**src/rtl/core/block_index_record_parser_macros.svh**
```systemverilog
// Assertion macros for the block index record parser.
// Used by block_index_record_parser.sv; expects clk and rst_n in scope.
`ifndef BLOCK_INDEX_RECORD_PARSER_MACROS_SVH
`define BLOCK_INDEX_RECORD_PARSER_MACROS_SVH
`ifndef SYNTHESIS
`define BIPR_ASSERT(lbl, expr) \
    lbl: assert property (@(posedge clk) disable iff (!rst_n) (expr)) \
        else $error("assertion failed");
`define BIPR_ASSERT_IMP(lbl, ante, cons) \
    lbl: assert property (@(posedge clk) disable iff (!rst_n) (ante) |-> (cons)) \
        else $error("assertion failed");
`define BIPR_ASSERT_NXT(lbl, ante, cons) \
    lbl: assert property (@(posedge clk) disable iff (!rst_n) (ante) |=> (cons)) \
        else $error("assertion failed");
`else
`define BIPR_ASSERT(lbl, expr)
`define BIPR_ASSERT_IMP(lbl, ante, cons)
`define BIPR_ASSERT_NXT(lbl, ante, cons)
`endif
`endif

```
**src/rtl/core/bipr_pkg.sv**
```systemverilog
// Package for the block index record parser: field codes and result type.
// No dependencies.
package bipr_pkg;

    localparam int unsigned PHASE_W = 5;

    localparam logic [PHASE_W-1:0] PH_CLIENTVER = 5'd0;
    localparam logic [PHASE_W-1:0] PH_HEIGHT    = 5'd1;
    localparam logic [PHASE_W-1:0] PH_STATUS    = 5'd2;
    localparam logic [PHASE_W-1:0] PH_NTX       = 5'd3;
    localparam logic [PHASE_W-1:0] PH_FILE      = 5'd4;
    localparam logic [PHASE_W-1:0] PH_DATAPOS   = 5'd5;
    localparam logic [PHASE_W-1:0] PH_UNDOPOS   = 5'd6;
    localparam logic [PHASE_W-1:0] PH_HDRVER    = 5'd7;
    localparam logic [PHASE_W-1:0] PH_PREV0     = 5'd8;
    localparam logic [PHASE_W-1:0] PH_MERKLE3   = 5'd15;
    localparam logic [PHASE_W-1:0] PH_NONCE     = 5'd18;

    localparam logic [2:0] TOP_WORD  = 3'd3;
    localparam logic [2:0] TOP_CHUNK = 3'd7;

    typedef logic [PHASE_W-1:0] phase_t;

    typedef struct packed {
        phase_t      field_id;
        logic [63:0] field_value;
        logic        record_done;
        logic        short_record;
    } result_t;

endpackage

```
**src/rtl/core/bipr_decode.sv**
```systemverilog
// Record decoder: field phase state, varint and fixed-width accumulators.
// Depends on bipr_pkg.
module bipr_decode
(
    input  logic               clk,
    input  logic               rst_n,
    input  logic               step,
    input  logic [7:0]         rec_byte,
    input  logic               rec_last,
    output logic               res_valid,
    output bipr_pkg::result_t  res
);

    bipr_pkg::phase_t phase_reg, phase_next;
    logic [31:0]      varint_reg, varint_next;
    logic [2:0]       count_reg, count_next;
    logic [63:0]      fixed_reg, fixed_next;
    logic [1:0]       hdu_reg, hdu_next;
    logic             fin_reg, fin_next;

    always_ff @(posedge clk or negedge rst_n)
    begin
        if (!rst_n)
        begin
            phase_reg  <= bipr_pkg::PH_CLIENTVER;
            varint_reg <= '0;
            count_reg  <= '0;
            fixed_reg  <= '0;
            hdu_reg    <= '0;
            fin_reg    <= 1'b0;
        end
        else if (step)
        begin
            phase_reg  <= phase_next;
            varint_reg <= varint_next;
            count_reg  <= count_next;
            fixed_reg  <= fixed_next;
            hdu_reg    <= hdu_next;
            fin_reg    <= fin_next;
        end
    end

    always_comb
    begin
        logic [31:0]      acc;
        logic [63:0]      ins;
        logic [63:0]      fixed_new;
        logic [2:0]       top;
        logic             done_f;
        logic [63:0]      val;
        bipr_pkg::phase_t after_var;

        phase_next  = phase_reg;
        varint_next = varint_reg;
        count_next  = count_reg;
        fixed_next  = fixed_reg;
        hdu_next    = hdu_reg;
        fin_next    = fin_reg;
        done_f      = 1'b0;
        val         = '0;

        acc = {varint_reg[24:0], rec_byte[6:0]};
        for (int i = 0; i < 8; i++)
        begin
            ins[i*8 +: 8] = (count_reg == 3'(i)) ? rec_byte : 8'h00;
        end
        fixed_new = fixed_reg | ins;
        top = (phase_reg >= bipr_pkg::PH_PREV0 && phase_reg <= bipr_pkg::PH_MERKLE3)
              ? bipr_pkg::TOP_CHUNK : bipr_pkg::TOP_WORD;

        unique case (phase_reg)
            bipr_pkg::PH_CLIENTVER: after_var = bipr_pkg::PH_HEIGHT;
            bipr_pkg::PH_HEIGHT:    after_var = bipr_pkg::PH_STATUS;
            bipr_pkg::PH_STATUS:    after_var = bipr_pkg::PH_NTX;
            bipr_pkg::PH_NTX:
                after_var = (hdu_reg != 2'b00) ? bipr_pkg::PH_FILE : bipr_pkg::PH_HDRVER;
            bipr_pkg::PH_FILE:
                after_var = hdu_reg[0] ? bipr_pkg::PH_DATAPOS :
                            (hdu_reg[1] ? bipr_pkg::PH_UNDOPOS : bipr_pkg::PH_HDRVER);
            bipr_pkg::PH_DATAPOS:
                after_var = hdu_reg[1] ? bipr_pkg::PH_UNDOPOS : bipr_pkg::PH_HDRVER;
            default:                after_var = bipr_pkg::PH_HDRVER;
        endcase

        if (!fin_reg)
        begin
            if (phase_reg < bipr_pkg::PH_HDRVER)
            begin
                if (rec_byte[7])
                begin
                    varint_next = acc + 32'd1;
                end
                else
                begin
                    done_f      = 1'b1;
                    val         = {32'h0, acc};
                    varint_next = '0;
                    phase_next  = after_var;
                    if (phase_reg == bipr_pkg::PH_STATUS)
                    begin
                        hdu_next = acc[4:3];
                    end
                end
            end
            else
            begin
                if (count_reg >= top)
                begin
                    done_f     = 1'b1;
                    val        = fixed_new;
                    fixed_next = '0;
                    count_next = '0;
                    if (phase_reg >= bipr_pkg::PH_NONCE)
                    begin
                        fin_next = 1'b1;
                    end
                    else
                    begin
                        phase_next = phase_reg + 5'd1;
                    end
                end
                else
                begin
                    fixed_next = fixed_new;
                    count_next = count_reg + 3'd1;
                end
            end
        end

        res_valid        = done_f || (rec_last && !fin_reg);
        res.field_id     = phase_reg;
        res.field_value  = done_f ? val : 64'h0;
        res.record_done  = fin_next || rec_last;
        res.short_record = rec_last && !fin_next;

        if (rec_last)
        begin
            phase_next  = bipr_pkg::PH_CLIENTVER;
            varint_next = '0;
            count_next  = '0;
            fixed_next  = '0;
            hdu_next    = '0;
            fin_next    = 1'b0;
        end
    end

endmodule

```
**src/rtl/core/block_index_record_parser.sv**
```systemverilog
// Block index record parser top level: input register, decoder, result register.
// An item passes from the input register through the decoder into the result register, which drives m_tvalid.
// Throughput: one item per cycle unless m_tready stalls the result register; the decoder state update is the only loop.
// Reset: rst_n clears both stage valids and the decoder state to the first field.
// Depends on bipr_pkg, bipr_decode and block_index_record_parser_macros.svh.
`include "block_index_record_parser_macros.svh"
module block_index_record_parser
(
    input  logic        clk,
    input  logic        rst_n,
    input  logic        s_tvalid,
    output logic        s_tready,
    input  logic [7:0]  s_tdata,    // [7:0] rec_byte
    input  logic        s_tlast,    // rec_last
    output logic        m_tvalid,
    input  logic        m_tready,
    output logic [71:0] m_tdata,    // [4:0] field_id, [68:5] field_value, zero pad
    output logic        m_tlast,    // record_done
    output logic [0:0]  m_tuser     // [0] short_record
);

    logic               in_vld_reg;
    logic [7:0]         in_byte_reg;
    logic               in_last_reg;
    logic               adv;
    logic               res_valid;
    bipr_pkg::result_t  res;
    logic               out_vld_reg;
    bipr_pkg::result_t  out_reg;

    assign adv      = in_vld_reg && (!out_vld_reg || m_tready);
    assign s_tready = !in_vld_reg || adv;

    always_ff @(posedge clk or negedge rst_n)
    begin
        if (!rst_n)
        begin
            in_vld_reg  <= 1'b0;
            out_vld_reg <= 1'b0;
        end
        else
        begin
            if (s_tready)
            begin
                in_vld_reg <= s_tvalid;
            end
            if (adv && res_valid)
            begin
                out_vld_reg <= 1'b1;
            end
            else if (m_tready)
            begin
                out_vld_reg <= 1'b0;
            end
        end
    end

    always_ff @(posedge clk)
    begin
        if (s_tready && s_tvalid)
        begin
            in_byte_reg <= s_tdata;
            in_last_reg <= s_tlast;
        end
        if (adv && res_valid)
        begin
            out_reg <= res;
        end
    end

    bipr_decode u_decode
    (
        .clk       (clk),
        .rst_n     (rst_n),
        .step      (adv),
        .rec_byte  (in_byte_reg),
        .rec_last  (in_last_reg),
        .res_valid (res_valid),
        .res       (res)
    );

    assign m_tvalid = out_vld_reg;
    assign m_tdata  = {3'b000, out_reg.field_value, out_reg.field_id};
    assign m_tlast  = out_reg.record_done;
    assign m_tuser  = out_reg.short_record;

    `BIPR_ASSERT_IMP(a_short_ends_record, m_tvalid && m_tuser[0], m_tlast)
    `BIPR_ASSERT_IMP(a_no_overwrite, out_vld_reg && !m_tready, !adv)
    `BIPR_ASSERT_IMP(a_field_id_range, m_tvalid, m_tdata[4:0] <= bipr_pkg::PH_NONCE)
    `BIPR_ASSERT_NXT(a_result_loaded, adv && res_valid, out_vld_reg)

endmodule

```
**config.mk**
```make
export PLATFORM = sky130hd
export DESIGN_NAME = block_index_record_parser
export DESIGN_NICKNAME = d
export VERILOG_FILES = /design/src/rtl/core/bipr_pkg.sv /design/src/rtl/core/bipr_decode.sv /design/src/rtl/core/block_index_record_parser.sv
export VERILOG_INCLUDE_DIRS = /design/src /design/src/rtl/core
export SDC_FILE = /design/constraint.sdc
export NUM_CORES = 1
export LEC_CHECK = 0
export ABC_AREA = 0
export BUFFER_PORTS_ARGS = -buffer_cell sky130_fd_sc_hd__buf_4
export CORE_MARGIN = 4
export CORE_UTILIZATION = 50
export CTS_BUF_LIST = sky130_fd_sc_hd__clkbuf_8
export CTS_CLUSTER_DIAMETER = 120
export CTS_CLUSTER_SIZE = 28
export DETAILED_ROUTE_END_ITERATION = 7
export PLACE_DENSITY = 0.75
export SLEW_MARGIN = 40
export SYNTH_ARGS = -nofsm -noshare
export SYNTH_HDL_FRONTEND = slang
export SYNTH_HIERARCHICAL = 1
export SYNTH_SLANG_ARGS = --single-unit
```
**constraint.sdc**
```tcl
create_clock -name clk -period 6.11 [get_ports clk]
set_clock_uncertainty 0.1 [all_clocks]
set_input_delay 0.9165 -clock clk [delete_from_list [all_inputs] [get_ports clk]]
set_output_delay 0.9165 -clock clk [all_outputs]
set_load 0.01 [all_outputs]
```
==> results.toml <==
[outcome]
status = "complete, no violations"

[place]
io_buffer_count = 85
gp_congestion = 0.855
dp_hpwl_microns = 11500
dp_cells = 1041

[final_layout]
seq_area_sq_mm = 0.00495
final_core_utilization = 0.584
area_growth_pct = 15.0
antenna_cells = 0
nets = 877
largest_reg_flops = 69
drive_gt1_frac = 0.159
fillers = 1372
multi_input_area_sq_mm = 0.00285
layoutNonFillerInstCount = 1080

[synthesis]
synth_area_leader_cell = "dfrtp_1"
ys_types = 50
yosysMostFrequentCell = "nor2_1"
yosysTopAreaCellShare = 0.318
synth_cells = 793
ys.warnings.count = 6
ys_top_cells_by_count = "nor2_1, a21oi_1, dfrtp_1"
synth_edf_count = 80
syn_area_per_cell_sq_um = 10.1
synth-seq-cells = 182
synthesis.area_sq_mm = 0.00804
yosys_most_used_dff = "dfrtp_1"
yosysSeqAreaShare = 0.617
synthTopCellsByArea = "dfrtp_1, edfxtp_1, a21oi_1"
synthArstFlopShare = 0.560

[floorplanning]
design.core.area_sq_mm = 0.0158
num_io_pins = 89
rows = 46
die_w_microns = 135
start_util = 0.508
die_h_microns = 135
dieArea_sq_mm = 0.0182

[global_routing]
grt_util_all_layers = 0.202
grt_max_degree = 65
grt-ovfl-total = 0
grt_pass1_wl_microns = 28700
grt_pass1_vias = 5546
antenna_found_initial = 0

[setup_path]
start_kind = "flip-flop"
critPathKind = "flip-flop to flip-flop"
critPathMaxStageDelay_ps = 570
path_max_fanout = 42
path_common_cell = "ha_1"
ff2ff_path_depth = 13
reg2reg_to = "m_tdata[24]$_DFFE_PP_"
arrival_ps = 4070
ff2ff_setup_slack_ps = 2080
slowest_stage = "dfrtp_1"
crit_chain = "ha_1, and3_1, ha_1, o22ai_1, ha_1, nand3_1, and2_1, a21oi_1, nand2_2, o21ai_0, nand2_1, nor2b_4, buf_12"
required_ps = 6150
r2r-start = "u_decode/phase_reg[0]$_DFFE_PN0P_"
endpoint_kind = "flip-flop"

[clock_network]
cts_tree = "yes"
clk_latency_ps = 460
clock-root-buffer = "clkbuf_8"
cts_made_buffers = 17
cts-resized-gates = 0
cts_sinks = 182
h-tree-depth = 4
post_cts_buffers = 0
clk_pin_slew_ps = 90
holdBufCountCts = 0
clockBufferDepth = 2

[sta]
hold_viol = 0
fmax_mhz = 248
fin_hold_ws_ps = 363
finalSetupViolCount = 0
slew_viol_final = 0
slew_headroom = 0.472
rsz0062_at_grt = "false"
period_needed_ps = 4030
worst_slew_pin_slew_ps = 791
setup-tns-final_ps = 0
min_period_over_period = 0.660

[drt]
drc = 0
ant_nets = 0
num_vias = 5987
routed_wl_microns = 18200
vias_per_cell = 5.54
wl_per_cell_microns = 16.8
detail_route.first_pass.iterations = 5
drtIter0Drc = 576

[power]
power_leakage_nw = 3.81
ir_drop_mv = 0.164
power_density_mw_per_mm2 = 333

[flow_run]
cap_violations = 0

[hold_path]
hp-class = "primary input to async pin"
[worst max path at each step]
stage	slack (ps)	cells after the start	startpoint	endpoint
6_report	2080	13	u_decode/phase_reg[0]$_DFFE_PN0P_	m_tdata[24]$_DFFE_PP_
5_1_grt	1810	13	u_decode/phase_reg[1]$_DFFE_PN0P_	m_tdata[24]$_DFFE_PP_
4_1_cts	1730	13	u_decode/phase_reg[0]$_DFFE_PN0P_	m_tdata[29]$_DFFE_PP_
3_5_place_dp	1760	13	u_decode/phase_reg[1]$_DFFE_PN0P_	m_tdata[30]$_DFFE_PP_
3_3_place_gp	1650	13	u_decode/phase_reg[0]$_DFFE_PN0P_	m_tdata[33]$_DFFE_PP_
2_1_floorplan	300	12	u_decode/phase_reg[1]$_DFFE_PN0P_	m_tdata[0]$_DFFE_PP_
[placed cells by master, fill, tap and decap left out, drive strengths merged, types with 8 or more instances in the layout]
cell    instances
nor2          170
a21oi         152
dfrtp         102
buf            98
edfxtp         80
nand2          55
o21ai          29
xor2           18
clkbuf         17
inv            14
ha             13
nand3          12
clkinv         10
a22oi           9
o31ai           8
[worst max-delay path: cells and delay by family (launching register included)]
kind | cells | cell delay [ps]
buffers and inverters | 1 | 280
flip-flops | 1 | 570
adder cells (fa/ha/maj) | 3 | 750
AND/OR/NAND/NOR | 6 | 1440
AO/OA/AOI/OAI | 3 | 510
[layer usage]
metal  part of all wire  vias up  global-route usage  wire length [microns]
li1                   -     2853                   -                      -
met1               0.42     2912               0.267                   7660
met2               0.51      204               0.336                   9310
met3              0.053       18              0.0339                    961
met4              0.014        0              0.0764                    263
met5                  0        -                   0                      0
[logic make-up (layout without fill, tap and decap cells)]
logic type,count (synthesis),after routing,synth area share
XOR/XNOR,23,23,0.0251
buffers and inverters,72,141,0.0369
adder cells (fa/ha/maj),13,13,0.0202
multiplexers,1,1,0.00125
AND/OR/NAND/NOR,283,283,0.152
other,1,3,0.000467
AO/OA/AOI/OAI,218,218,0.148
flip-flops,182,182,0.617
[metrics by stage]
stage	power (mW)	setup slack [ps]	area (sq um)
floorplan	2.10	301	8040
global placement	2.35	1650	8780
detailed placement	2.37	1760	8810
CTS	3.07	1730	9150
global route	3.24	1810	9240
finish	3.07	2080	9240
[power breakdown]
part / internal [mW] / switching [mW] / leakage, nW
Clock: 0.309 / 0.401 / 0.185
Combinational: 0.289 / 0.451 / 1.45
Sequential: 1.47 / 0.150 / 2.18
[cell type report]
| type | instances | share of cell area |
|---|---|---|
| Sequential cell | 182 | 0.536 |
| Timing Repair Buffer | 98 | 0.0857 |
| Clock inverter | 15 | 0.0107 |
| Clock buffer | 17 | 0.0253 |
| Inverter | 11 | 0.00447 |
| Tap cell | 216 | 0.0293 |
| Multi-Input combinational cell | 541 | 0.308 |
(Power assumes the default switching activity.)
